==> config.mk <==
export PLATFORM = sky130hd
export DESIGN_NAME = i2c_master_byte_engine_top
export DESIGN_NICKNAME = d
export VERILOG_FILES = /design/src/rtl/i2cme_pkg.sv /design/src/rtl/i2cme_core.sv /design/src/rtl/i2cme_rsp_reg.sv /design/src/rtl/i2c_master_byte_engine_top.sv
export SDC_FILE = /design/constraint.sdc
export NUM_CORES = 1
export LEC_CHECK = 0
export ABC_AREA = 1
export CORE_ASPECT_RATIO = 1.2
export CORE_MARGIN = 2
export CORE_UTILIZATION = 40
export CTS_CLUSTER_DIAMETER = 120
export DETAILED_ROUTE_END_ITERATION = 12
export DONT_BUFFER_PORTS = 1
export GPL_TIMING_DRIVEN = 0
export PLACE_DENSITY = 0.6
export SYNTH_ARGS = -nofsm -noshare
export SYNTH_HDL_FRONTEND = slang
export SYNTH_SLANG_ARGS = --single-unit
==> constraint.sdc <==
create_clock -name clock -period 3.25 [get_ports clock]
set_clock_uncertainty 0.05 [all_clocks]
set_input_delay 0.325 -clock clock [delete_from_list [all_inputs] [get_ports clock]]
set_output_delay 0.325 -clock clock [all_outputs]
set_load 0.03 [all_outputs]
==> src/rtl/i2cme_pkg.sv <==
// Shared types for the I2C master byte engine.
package i2cme_pkg;

   typedef enum logic [2:0] {
      CMD_IDLE  = 3'd0,
      CMD_START = 3'd1,
      CMD_STOP  = 3'd2,
      CMD_WRITE = 3'd3,
      CMD_READ  = 3'd4
   } cmd_type;

   typedef struct packed {
      logic       scl_level;
      logic       sda_level;
      logic       busy_res;
      logic       done_res;
      logic [7:0] rx_byte;
      logic       ack_seen;
   } rsp_type;

endpackage

==> src/rtl/i2cme_core.sv <==
// Phase sequencer: bus state registers and the per-tick next-state logic.
module i2cme_core (
   input  logic              clock,
   input  logic              reset,
   input  logic              step_en,
   input  logic              csr_we,
   input  logic [8:0]        csr_wdata,
   input  logic [2:0]        action,
   input  logic [7:0]        tx_byte,
   input  logic              ack_to_send,
   input  logic              sda_in,
   output i2cme_pkg::rsp_type rsp_next
);
   import i2cme_pkg::*;

   localparam logic [8:0] PHASE_TICKS_RESET = 9'd5;
   localparam logic [4:0] LAST_START = 5'd1;
   localparam logic [4:0] LAST_STOP  = 5'd1;
   localparam logic [4:0] LAST_WRITE = 5'd26;
   localparam logic [4:0] LAST_READ  = 5'd18;
   localparam logic [4:0] WR_ACK_LOW  = 5'd24;
   localparam logic [4:0] WR_ACK_HIGH = 5'd25;
   localparam logic [4:0] RD_ACK_LOW  = 5'd16;
   localparam logic [4:0] RD_ACK_HIGH = 5'd17;
   localparam logic [1:0] SUB_LOW  = 2'd0;
   localparam logic [1:0] SUB_DATA = 2'd1;
   localparam logic [1:0] SUB_HIGH = 2'd2;
   localparam logic [1:0] WR_SUB [32] = '{
      2'd0, 2'd1, 2'd2, 2'd0, 2'd1, 2'd2, 2'd0, 2'd1,
      2'd2, 2'd0, 2'd1, 2'd2, 2'd0, 2'd1, 2'd2, 2'd0,
      2'd1, 2'd2, 2'd0, 2'd1, 2'd2, 2'd0, 2'd1, 2'd2,
      2'd0, 2'd1, 2'd2, 2'd0, 2'd1, 2'd2, 2'd0, 2'd1
   };

   logic [8:0] pt_ff;
   cmd_type    cmd_ff, cmd_in;
   logic [4:0] ph_ff, ph_in;
   logic [8:0] tc_ff, tc_in;
   logic [7:0] sr_ff, sr_in;
   logic       ack_ff, ack_in;
   logic       clk_ff, clk_in;
   logic       dat_ff, dat_in;
   logic       hold_ff, hold_in;
   logic [7:0] rx_ff, rx_in;
   logic       done;

   always_ff @(posedge clock) begin
      if (reset) begin
         pt_ff   <= PHASE_TICKS_RESET;
         cmd_ff  <= CMD_IDLE;
         ph_ff   <= '0;
         tc_ff   <= '0;
         sr_ff   <= '0;
         ack_ff  <= 1'b1;
         clk_ff  <= 1'b1;
         dat_ff  <= 1'b1;
         hold_ff <= 1'b0;
         rx_ff   <= '0;
      end else begin
         if (csr_we) begin
            pt_ff <= csr_wdata;
         end
         if (step_en) begin
            cmd_ff  <= cmd_in;
            ph_ff   <= ph_in;
            tc_ff   <= tc_in;
            sr_ff   <= sr_in;
            ack_ff  <= ack_in;
            clk_ff  <= clk_in;
            dat_ff  <= dat_in;
            hold_ff <= hold_in;
            rx_ff   <= rx_in;
         end
      end
   end

   always_comb begin
      logic [8:0] len;
      logic [8:0] tc_nx;
      logic [7:0] sr_mid;
      logic [4:0] ph_nx;
      logic [4:0] ph_last;
      len     = (pt_ff == 9'd0) ? 9'd1 : pt_ff;
      tc_nx   = tc_ff + 9'd1;
      sr_mid  = sr_ff;
      ph_nx   = ph_ff + 5'd1;
      cmd_in  = cmd_ff;
      ph_in   = ph_ff;
      tc_in   = tc_ff;
      sr_in   = sr_ff;
      ack_in  = ack_ff;
      clk_in  = clk_ff;
      dat_in  = dat_ff;
      hold_in = hold_ff;
      rx_in   = rx_ff;
      done    = 1'b0;
      unique case (cmd_ff)
         CMD_START: ph_last = LAST_START;
         CMD_STOP:  ph_last = LAST_STOP;
         CMD_WRITE: ph_last = LAST_WRITE;
         CMD_READ:  ph_last = LAST_READ;
         default:   ph_last = '0;
      endcase

      if (cmd_ff == CMD_IDLE) begin
         ph_in = '0;
         tc_in = '0;
         unique case (action)
            CMD_START: begin
               cmd_in = CMD_START;
               sr_in  = '0;
               dat_in = 1'b1;
               clk_in = 1'b1;
            end
            CMD_STOP: begin
               cmd_in = CMD_STOP;
               sr_in  = '0;
               dat_in = 1'b0;
               clk_in = 1'b1;
            end
            CMD_WRITE: begin
               cmd_in = CMD_WRITE;
               sr_in  = tx_byte;
               clk_in = 1'b0;
            end
            CMD_READ: begin
               cmd_in  = CMD_READ;
               sr_in   = '0;
               hold_in = ack_to_send;
               clk_in  = 1'b1;
               dat_in  = 1'b1;
            end
            default: begin
               cmd_in = CMD_IDLE;
            end
         endcase
      end else begin
         tc_in = tc_nx;
         if (tc_nx >= len) begin
            tc_in = '0;
            if (cmd_ff == CMD_WRITE && ph_ff == WR_ACK_HIGH) begin
               ack_in = sda_in;
            end
            if (cmd_ff == CMD_READ && ph_ff < RD_ACK_LOW && !ph_ff[0]) begin
               sr_mid = {sr_ff[6:0], sda_in};
            end
            sr_in = sr_mid;
            if (ph_ff == ph_last) begin
               if (cmd_ff == CMD_START) begin
                  clk_in = 1'b0;
               end
               if (cmd_ff == CMD_READ) begin
                  rx_in = sr_mid;
               end
               cmd_in = CMD_IDLE;
               ph_in  = '0;
               done   = 1'b1;
            end else begin
               ph_in = ph_nx;
               unique case (cmd_ff)
                  CMD_START: begin
                     dat_in = 1'b0;
                  end
                  CMD_STOP: begin
                     dat_in = 1'b1;
                  end
                  CMD_WRITE: begin
                     if (ph_nx < WR_ACK_LOW) begin
                        case (WR_SUB[ph_nx])
                           SUB_LOW:  clk_in = 1'b0;
                           SUB_DATA: dat_in = sr_mid[7];
                           SUB_HIGH: begin
                              clk_in = 1'b1;
                              sr_in  = {sr_mid[6:0], 1'b0};
                           end
                           default: clk_in = clk_ff;
                        endcase
                     end else if (ph_nx == WR_ACK_LOW) begin
                        clk_in = 1'b0;
                        dat_in = 1'b1;
                     end else if (ph_nx == WR_ACK_HIGH) begin
                        clk_in = 1'b1;
                     end else begin
                        clk_in = 1'b0;
                     end
                  end
                  CMD_READ: begin
                     if (ph_nx < RD_ACK_LOW) begin
                        if (!ph_nx[0]) begin
                           clk_in = 1'b1;
                           dat_in = 1'b1;
                        end else begin
                           clk_in = 1'b0;
                        end
                     end else if (ph_nx == RD_ACK_LOW) begin
                        clk_in = 1'b0;
                        dat_in = hold_ff;
                     end else if (ph_nx == RD_ACK_HIGH) begin
                        clk_in = 1'b1;
                     end else begin
                        clk_in = 1'b0;
                        dat_in = 1'b1;
                     end
                  end
                  default: begin
                     ph_in = ph_ff;
                  end
               endcase
            end
         end
      end

      rsp_next.scl_level = clk_in;
      rsp_next.sda_level = dat_in;
      rsp_next.busy_res  = (cmd_in != CMD_IDLE);
      rsp_next.done_res  = done;
      rsp_next.rx_byte   = rx_in;
      rsp_next.ack_seen  = ack_in;
   end

endmodule

==> src/rtl/i2cme_rsp_reg.sv <==
// Result register: holds one response until the consumer takes it.
module i2cme_rsp_reg (
   input  logic              clock,
   input  logic              reset,
   input  logic              load,
   input  i2cme_pkg::rsp_type rsp_in,
   input  logic              rsp_ready,
   output logic              rsp_valid,
   output logic              can_load,
   output i2cme_pkg::rsp_type rsp_out
);
   import i2cme_pkg::*;

   logic    valid_ff;
   rsp_type data_ff;

   always_ff @(posedge clock) begin
      if (reset) begin
         valid_ff <= 1'b0;
      end else if (load) begin
         valid_ff <= 1'b1;
      end else if (rsp_ready) begin
         valid_ff <= 1'b0;
      end
   end

   always_ff @(posedge clock) begin
      if (load) begin
         data_ff <= rsp_in;
      end
   end

   assign can_load  = !valid_ff || rsp_ready;
   assign rsp_valid = valid_ff;
   assign rsp_out   = data_ff;

endmodule

==> src/rtl/i2c_master_byte_engine_top.sv <==
// A response is valid the cycle after its request is accepted. Throughput:
// one request per cycle unless a response waits; each request is one bus
// tick of the phase sequencer, and the result register frees itself as it
// is drained. Reset: synchronous; lines released, sequencer idle, phase
// length 5, no response pending. Top level of the I2C master byte engine.
module i2c_master_byte_engine_top (
   input  logic       clock,
   input  logic       reset,
   input  logic       req_valid,
   output logic       req_ready,
   input  logic [2:0] req_action,
   input  logic [7:0] req_tx_byte,
   input  logic       req_ack_to_send,
   input  logic       req_sda_in,
   output logic       rsp_valid,
   input  logic       rsp_ready,
   output logic       rsp_scl_level,
   output logic       rsp_sda_level,
   output logic       rsp_busy_res,
   output logic       rsp_done_res,
   output logic [7:0] rsp_rx_byte,
   output logic       rsp_ack_seen,
   input  logic       csr_valid,
   output logic       csr_ready,
   input  logic [8:0] csr_wdata
);
   import i2cme_pkg::*;

   rsp_type rsp_next;
   rsp_type rsp_q;
   logic    can_load;
   logic    step_en;

   assign req_ready = can_load;
   assign step_en   = req_valid && can_load;
   assign csr_ready = 1'b1;

   i2cme_core u_core (
      .clock       (clock),
      .reset       (reset),
      .step_en     (step_en),
      .csr_we      (csr_valid),
      .csr_wdata   (csr_wdata),
      .action      (req_action),
      .tx_byte     (req_tx_byte),
      .ack_to_send (req_ack_to_send),
      .sda_in      (req_sda_in),
      .rsp_next    (rsp_next)
   );

   i2cme_rsp_reg u_rsp_reg (
      .clock     (clock),
      .reset     (reset),
      .load      (step_en),
      .rsp_in    (rsp_next),
      .rsp_ready (rsp_ready),
      .rsp_valid (rsp_valid),
      .can_load  (can_load),
      .rsp_out   (rsp_q)
   );

   assign rsp_scl_level = rsp_q.scl_level;
   assign rsp_sda_level = rsp_q.sda_level;
   assign rsp_busy_res  = rsp_q.busy_res;
   assign rsp_done_res  = rsp_q.done_res;
   assign rsp_rx_byte   = rsp_q.rx_byte;
   assign rsp_ack_seen  = rsp_q.ack_seen;

endmodule

# Word level (Yosys, flattened, before mapping)
# Memory sizes are Yosys's and may differ from the RTL's.
# Index checks and enable logic that the tools add are counted.
[word_totals] reg_bits=60 mem_bits_ro=64 in_bits=27 memories=1
[op_classes] addsub=2 magnitude_cmp=5 n_eq_ne=17 n_mux=58 bitwise=2 n_reduce_logical=22
[mem_list] name="(name not given)" depth=32 word_bits=2 rd=1 rd_ports_with_merged_regs=0 write_ports=0 line="i2cme_core.sv:169" text="case (WR_SUB[ph_nx])"
[ops] cell="two-way mux 8 bit" n=11
[ops] cell="two-way mux 1 bit" n=27
[ops] cell="two-way mux 9 bit" n=3
[ops] cell="equality test 5 bit, second input constant" n=5
[ops] cell="two-way mux 5 bit" n=4
[ops] cell="case mux 8 bit (2 select lines)" n=1
[ops] cell="less-than comparator 5 bit, second input constant" n=3
[ops] cell="case mux 5 bit (3 select lines)" n=1
[ops] cell="equality test 3 x 2 -> 1 bit, second input constant" n=4
[ops] cell="case mux 3 bit (4 select lines)" n=1
[ops] cell="adder 9 x 1 -> 9 bit, second input constant" n=1
[ops] cell="greater-or-equal comparator 9 bit" n=1
[ops] cell="logical NOT 9 bit" n=1
[ops] cell="two-way mux 3 bit" n=3
[ops] cell="AND reduction 3 bit" n=3
[ops] cell="case mux 1 bit (2 select lines)" n=4
[ops] cell="equality test 3 x 1 -> 1 bit, second input constant" n=2
[ops] cell="equality test 3 bit, second input constant" n=2
[ops] cell="greater-or-equal comparator 6 bit, second input constant" n=1
[ops] cell="inverter 5 -> 6 bit" n=1
[ops] cell="nonzero test 3 bit" n=2
[ops] cell="OR reduction 2 bit" n=3
[ops] cell="adder 5 x 1 -> 5 bit, second input constant" n=1
[ops] cell="equality test 5 bit" n=1
[ops] cell="other kinds (14)" n=20

# Longest topological paths before layout
# Gate-level depths: netlist of run 1.
[depth] word_depth=12 ltp_mapped=19

# By module
# From an unflattened synthesis of run 1, not the netlist that was laid out.
[unflattened] cells_unflattened=526 hier_area_um2=3743.6
[by_module_without_submodules] module="i2cme_core" instances=1 cells_each=504 area_each_um2=3291.9
[by_module_without_submodules] module="i2cme_rsp_reg" instances=1 cells_each=18 area_each_um2=432.9
[by_module_without_submodules] module="i2c_master_byte_engine_top" instances=1 cells_each=4 area_each_um2=18.8

# Least setup slack after synthesis of run 1
# Ideal clock, no wire load.
[synth_timing] kind="register to register" from="register u_core.tc_ff[0]" to="register u_core.sr_ff[6]" arrival_time_ns=2.609 setup_slack_ns=0.475 path_stages_with_launch=19 synth_period_minus_slack_ns=2.775 cell_sequence="dfxtp_1 -> ha_1 -> nand3_1 -> nand3b_1 -> nand3b_1 -> xnor2_1 -> ha_1 -> nand2_1 -> nor2_1 -> nand3b_1 -> nand3_1 -> nor2_1 -> nor2_1 -> o21ai_1 -> inv_2 -> buf_2 -> nand3_1 -> o211ai_1 -> inv_1"
[synth_between] elab_chain_cells=4
[synth_rtl] element="start: declaration" line="i2cme_core.sv:38" text="logic [8:0] tc_ff, tc_in;"
[synth_rtl] element="start signal: assignment" line="i2cme_core.sv:66" text="tc_ff <= tc_in;"
[synth_rtl] element="adder 9 x 1 -> 9 bit" line="i2cme_core.sv:84" text="tc_nx = tc_ff + 9'd1;"
[synth_rtl] element="greater-or-equal comparator 9 bit" line="i2cme_core.sv:139" text="if (tc_nx >= len) begin"
[synth_rtl] element="nonzero test 2 bit (no source line)"
[synth_rtl] element="AND reduction 3 bit (no source line)"
[synth_rtl] element="end signal: assignment" line="i2cme_core.sv:67" text="sr_ff <= sr_in;"
[synth_rtl] element="end: declaration" line="i2cme_core.sv:39" text="logic [7:0] sr_ff, sr_in;"
# No other way between the ends.
# A chain may end at the register's enable or synchronous reset.

==> impl_metrics.yaml, run 1 <==
clock_tree:
  cts_max_path_buffers: 2
  cts_made_buffers: 9
  cts_sinks: 60
  ctsRootBufferMaster: "clkbuf_8"
  h-tree-depth: 3
  clk_pin_slew_worst_paths_ns: 0.07
  clk_latency_ns: 0.36
  cts_tree: "yes"
setup_path:
  required_ns: 3.46
  cp-end-kind: "flop"
  cp-start-kind: "flop"
  critPathMaxStageDelay_ns: 0.37
  slowest_stage: "dfxtp_2"
  cp_max_fo: 10
  critical_path_class: "reg2reg"
  path_cells: "ha_4, nand3_1, nand3b_1, nand3b_1, xnor2_2, ha_4, a21oi_1, o21ai_1, a21oi_1, nand3_2, inv_2, nor2_4, inv_4, nor2_8, buf_12, o21a_2, o21ai_1, inv_1"
  worstPathArrival_ns: 3.27
power_and_ir_drop:
  pwr_density_cell_mw_per_mm2: 519
  p_leak_uw: 0.00198
  max-vdd-ir-drop_v: 0.000262
outcome:
  status: "finished, final reports clean"
timing:
  worst_pin_slew_ns: 0.739
  setup_viol: 0
  relSlewSlack_pct: 50.4
  fmax_mhz: 326
  finalCriticalPeriod_ns: 3.07
  finalHoldViolations: 0
  period_share_pct: 94.4
  slew_viol_final: 0
drt:
  drc_errors: 0
  wirelength_um: 8770
  routed_via_density: 5.04
  ant_nets: 0
  drtPass1Iterations: 4
  routedWlPerCell_um: 13.4
  drt_iter0_drc: 171
  vias: 3291
final_layout:
  mostFrequentLayoutCells: "97 x nand2_1, 78 x inv_1, 48 x a21oi_1"
  fillers: 922
  nets: 570
  area_delta_synth_final_pct: 12.9
  final_common_cell: "nand2_1"
  design_area_mm2: 0.00419
  final_cells: 653
  drive_above_1_share_pct: 16.1
  diodes: 0
synthesis:
  postSynthCellCount: 510
  synth_cell_types: 41
  syn-mean-instance-area_um2: 7.27
  syn-cell-area_mm2: 0.00371
  yosys_warnings: 0
  seq_area_frac_synth_pct: 35.9
  synth_fp_nets: 552
  ys_seq_elements: 60
die:
  num_rows: 38
  ios: 43
  core-area_mm2: 0.00903
  die-area_mm2: 0.0101
  die_h_um: 109
  start_util_pct: 41.1
  fp.dieW_um: 91.9
place:
  dp_cells: 630
  place_area_mm2: 0.00386
  place_hpwl_um: 6500
  io_buffers: 0
  place.gp.congestion: 0.876
global_route:
  grt_pass1_wl_um: 14500
  grt_max_degree: 21
  grt_pass1_vias: 3105
  grt_overflow_total: 0
  track_usage_pct: 18.4
  antenna_found_initial: 0
hold_path:
  hold_class: "in2reg"
flow_run:
  cap_viol_max_count: 0
==> worst max-delay path, delay by kind of cell (launching register included) <==
family                   cells  cell delay [ns]
AO/OA/AOI/OAI                5             0.66
XOR/XNOR                     1             0.28
adder cells (fa/ha/maj)      2             0.40
buffers and inverters        4             0.38
flip-flops                   1             0.37
AND/OR/NAND/NOR              6             0.81
==> worst paths after layout <==
kind                                              startpoint                           end  slack (ns)  cells after the start
worst max-delay path            u_core.tc_ff[0]$_SDFFE_PP0P_  u_core.rx_ff[5]$_SDFFE_PP0P_        0.18                     18
worst min-delay path                               csr_valid  u_core.pt_ff[2]$_SDFFE_PP1P_        0.04                      1
worst min register to register  u_core.pt_ff[0]$_SDFFE_PP1P_  u_core.pt_ff[0]$_SDFFE_PP1P_        0.43                      2
worst max register to register  u_core.tc_ff[0]$_SDFFE_PP0P_  u_core.rx_ff[5]$_SDFFE_PP0P_        0.18                     18
==> cells by family after synthesis <==
logic type / Yosys count / share of synthesized area, %
buffers and inverters: 105 / 11.6
XOR/XNOR: 10 / 2.77
adder cells (fa/ha/maj): 15 / 5.06
AO/OA/AOI/OAI: 128 / 20.2
AND/OR/NAND/NOR: 191 / 24.4
other: 1 / 0.101
flip-flops: 60 / 35.9
==> cell type report <==
cell class | count | area (um2) | area share (%)
Multi-Input combinational cell | 345 | 2010 | 48.0
Inverter | 90 | 340 | 8.13
Sequential cell | 60 | 1330 | 31.8
Timing Repair Buffer | 7 | 55.1 | 1.31
Clock inverter | 4 | 47.5 | 1.14
Clock buffer | 12 | 155 | 3.70
Buffer | 15 | 97.6 | 2.33
Tap cell | 120 | 150 | 3.59
==> stage by stage <==
step / setup WS [ns] / hold WS (ns) / utilization (%) / setup TNS, ns / power [uW]
after floorplan: 0.475 / 0.385 / - / 0 / 1340
after global placement: -0.0336 / 0.392 / 42.7 / -0.102 / 1440
after detailed placement: -0.0761 / 0.392 / 42.7 / -0.259 / 1460
after CTS: 0.0175 / 0.0162 / 45.1 / 0 / 2170
after global routing: -0.0592 / 0.0358 / 46.4 / -0.214 / 2310
final: 0.181 / 0.0395 / 46.4 / 0 / 2180
==> state kept, by name, summed over array words and instances, names as in the netlist <==
signal               cells
u_rsp_reg.rsp_out       13
u_core.tc_ff             9
u_core.ph_ff             5
u_core.ack_ff            1
u_core.sr_ff             8
u_core.clk_ff            1
u_core.pt_ff             9
u_core.dat_ff            1
u_core.hold_ff           1
u_rsp_reg.rsp_valid      1
u_core.rx_ff             8
u_core.cmd_ff            3
==> what timing repair did <==
action,in CTS,in global routing
setup buffers,0,6
hold buffers,1,0
setup endpoints to repair,8,38
hold endpoints to repair,1,0
resized for setup,2,18
pin swaps,0,5
==> per-layer routing <==
metal	wire length [um]	track usage, %
met1	4060	22.7
met2	4150	31.0
met4	159	7.57
met3	397	4.32
met5	0	0
==> report_power, final <==
group / internal (uW) / total (uW) / switching [uW]
logic: 190 / 571 / 380
clock network: 393 / 703 / 310
registers: 829 / 902 / 72.8
total: 1410 / 2180 / 763
==> synth_stat cells <==
cell,instances,area (um2)
nand2_2,9,56.3
o211ai_1,9,67.6
dfxtp_1,47,941
a21boi_1,1,7.51
nor2_8,1,20.0
nand3_4,2,35.0
nor3_1,3,15.0
nand3b_1,4,30.0
o21ai_1,13,65.1
nor2_1,27,101
conb_1,1,3.75
buf_4,3,22.5
a211oi_1,4,30.0
buf_12,1,20.0
clkinv_1,2,7.51
buf_2,6,30.0
edfxtp_1,13,390
a32oi_1,1,8.76
nor2_4,1,11.3
a31oi_1,2,12.5
inv_2,8,30.0
xnor2_1,3,26.3
o22ai_1,3,18.8
nand4_1,4,25.0
a21oi_1,49,245
xor2_1,5,43.8
clkbuf_1,5,18.8
nand2_4,1,11.3
nand3_1,35,175
o41ai_1,1,8.76
nand2_1,97,364
o21ai_2,10,87.6
xor2_2,2,32.5
o31ai_4,1,21.3
o21ai_0,32,160
inv_1,80,300
ha_1,15,188
nor2_2,2,12.5
o21a_2,2,17.5
nand3_2,4,40.0
nor4_1,1,6.26
Power figures use the tool's default switching activity.
==> inputs of run 2 (changes only) <==
--- a/config.mk
+++ b/config.mk
@@ -6,6 +6,7 @@
 export NUM_CORES = 1
 export LEC_CHECK = 0
 export ABC_AREA = 1
+export CAP_MARGIN = 20
 export CORE_ASPECT_RATIO = 1.2
 export CORE_MARGIN = 2
 export CORE_UTILIZATION = 40
@@ -13,6 +14,7 @@
 export DETAILED_ROUTE_END_ITERATION = 12
 export DONT_BUFFER_PORTS = 1
 export GPL_TIMING_DRIVEN = 0
+export MAX_ROUTING_LAYER = met4
 export PLACE_DENSITY = 0.6
 export SYNTH_ARGS = -nofsm -noshare
 export SYNTH_HDL_FRONTEND = slang
==> run 2 against run 1 <==
Core utilization stayed put; worst setup slack worse by 0.00092 ns; hold slack worse by 0.0019 ns; combinational power hardly changed; critical path depth stayed put; non-clock buffer count stayed put; register-to-register slack hardly changed; global-route usage is 0.58 points higher; sequential cell count stayed put; largest cell class unchanged.
==> impl_metrics.yaml, run 2 (same netlist as run 1, synthesis figures left out) <==
setup_path:
  critical_path_class: "reg2reg"
  worstPathArrival_ns: 3.28
  worstReg2RegStart: "u_core.tc_ff[0]$_SDFFE_PP0P_"
  cp-start-kind: "flop"
  r2r-end: "u_core.rx_ff[5]$_SDFFE_PP0P_"
  cp-end-kind: "flop"
  ff2ff_path_depth: 18
  rrSetupSlack_ns: 0.18
  cp_max_fo: 10
  required_ns: 3.46
drt:
  drt_iter0_drc: 169
  routedWlPerCell_um: 13.4
  vias: 3285
  drtPass1Iterations: 4
  wirelength_um: 8770
  drc_errors: 0
  routed_via_density: 5.03
  ant_nets: 0
timing:
  setup_slack_ns: 0.180
  finalHoldViolations: 0
  slew_viol_final: 0
  relSlewSlack_pct: 52.2
  fmax_mhz: 326
  setup_viol: 0
  finalCriticalPeriod_ns: 3.07
  period_share_pct: 94.5
  worst_pin_slew_ns: 0.712
global_route:
  grt.busiest_layer: "met2"
  grt_pass1_vias: 3104
  grt_overflow_total: 0
  grt_pass1_wl_um: 14500
  grt_max_degree: 21
  met1_usage_pct: 22.7
  met3_usage_pct: 5.07
  track_usage_pct: 18.9
  antenna_found_initial: 0
  met2_usage_pct: 31.0
clock_tree:
  cts_tree: "yes"
  cts_sinks: 60
  clk_pin_slew_worst_paths_ns: 0.07
  clk_latency_ns: 0.36
  cts_made_buffers: 9
  h-tree-depth: 3
  cts_max_path_buffers: 2
  ctsRootBufferMaster: "clkbuf_8"
power_and_ir_drop:
  pwr_density_cell_mw_per_mm2: 519
  max-vdd-ir-drop_v: 0.000262
  p_leak_uw: 0.00198
die:
  fp.dieW_um: 91.9
  start_util_pct: 41.1
  core-area_mm2: 0.00903
  num_rows: 38
  die-area_mm2: 0.0101
  die_h_um: 109
  ios: 43
hold_path:
  hold_class: "in2reg"
  holdPathStages: 1
  worstHoldStart: "csr_valid"
  min_to: "u_core.pt_ff[2]$_SDFFE_PP1P_"
final_layout:
  diodes: 0
  final_common_cell: "nand2_1"
  largest_register_ffs: 13
  mostFrequentLayoutCells: "97 x nand2_1, 78 x inv_1, 48 x a21oi_1"
  drive_above_1_share_pct: 16.1
  design_area_mm2: 0.00419
  area_delta_synth_final_pct: 12.9
  nets: 570
flow_run:
  cap_viol_max_count: 0
place:
  place.gp.congestion: 0.890
  place_hpwl_um: 6500
  dpl_worst_slack_ns: -0.0761
  io_buffers: 0
  place_area_mm2: 0.00386
outcome:
  status: "finished, final reports clean"
run 2: worst max-delay path, cell delays in order (launching register included):
cell and delay, ns:
dfxtp_2 0.37, ha_4 0.15, nand3_1 0.10, nand3b_1 0.21, nand3b_1 0.22, xnor2_2 0.28
ha_4 0.25, a21oi_1 0.11, o21ai_1 0.08, a21oi_1 0.15, nand3_2 0.18, inv_2 0.12
nor2_4 0.05, inv_4 0.07, nor2_8 0.05, buf_12 0.15, o21a_2 0.20, o21ai_1 0.12
inv_1 0.04
run 2: routing by layer:
metal	vias to the layer above	part of all wire (%)
li1	1712	-
met1	1502	46
met2	57	47
met3	14	4.3
met4	0	1.8
met5	-	0
run 2: worst max-delay path by stage:
stage	start	endpoint	slack, ns
floorplan	u_core.tc_ff[0]$_SDFFE_PP0P_	u_core.sr_ff[6]$_SDFFE_PP0P_	0.47
global placement	u_core.tc_ff[0]$_SDFFE_PP0P_	u_core.sr_ff[6]$_SDFFE_PP0P_	-0.03
detailed placement	u_core.tc_ff[0]$_SDFFE_PP0P_	u_core.sr_ff[6]$_SDFFE_PP0P_	-0.08
CTS	u_core.tc_ff[0]$_SDFFE_PP0P_	u_core.sr_ff[3]$_SDFFE_PP0P_	0.02
global route	u_core.tc_ff[0]$_SDFFE_PP0P_	u_core.sr_ff[3]$_SDFFE_PP0P_	-0.06
finish	u_core.tc_ff[0]$_SDFFE_PP0P_	u_core.rx_ff[5]$_SDFFE_PP0P_	0.18
run 2: what timing repair did:
action                                  in CTS  in global routing
hold buffers                                 1                  0
endpoints found under the setup margin       8                 38
pin swaps                                    0                  5
endpoints found under the hold margin        1                  0
setup buffers                                0                  6
gates resized for setup                      2                 18
run 2: through the flow:
step | power [uW] | setup TNS (ns) | std cells | utilization (%) | hold slack [ns]
floorplan | 1340 | 0 | 510 | - | 0.385
global placement | 1440 | -0.102 | 630 | 42.7 | 0.392
detailed placement | 1460 | -0.259 | 630 | 42.7 | 0.392
CTS | 2170 | 0 | 647 | 45.1 | 0.0162
global route | 2310 | -0.216 | 653 | 46.4 | 0.0309
finish | 2170 | 0 | 653 | 46.4 | 0.0377
run 2: final cells by class:
class	count	area [um2]
plain buffers	15	97.6
clock buffers	12	155
clock inverters	4	47.5
fillers	922	4850
inverters	90	340
multi-input cells	345	2010
flip-flops and latches	60	1330
well taps	120	150
repair buffers	7	55.1
run 2: power breakdown:
| part | total [uW] | internal [uW] | switching, uW |
|---|---|---|---|
| sequential | 902 | 829 | 72.9 |
| clock | 702 | 393 | 309 |
| combinational | 570 | 190 | 380 |
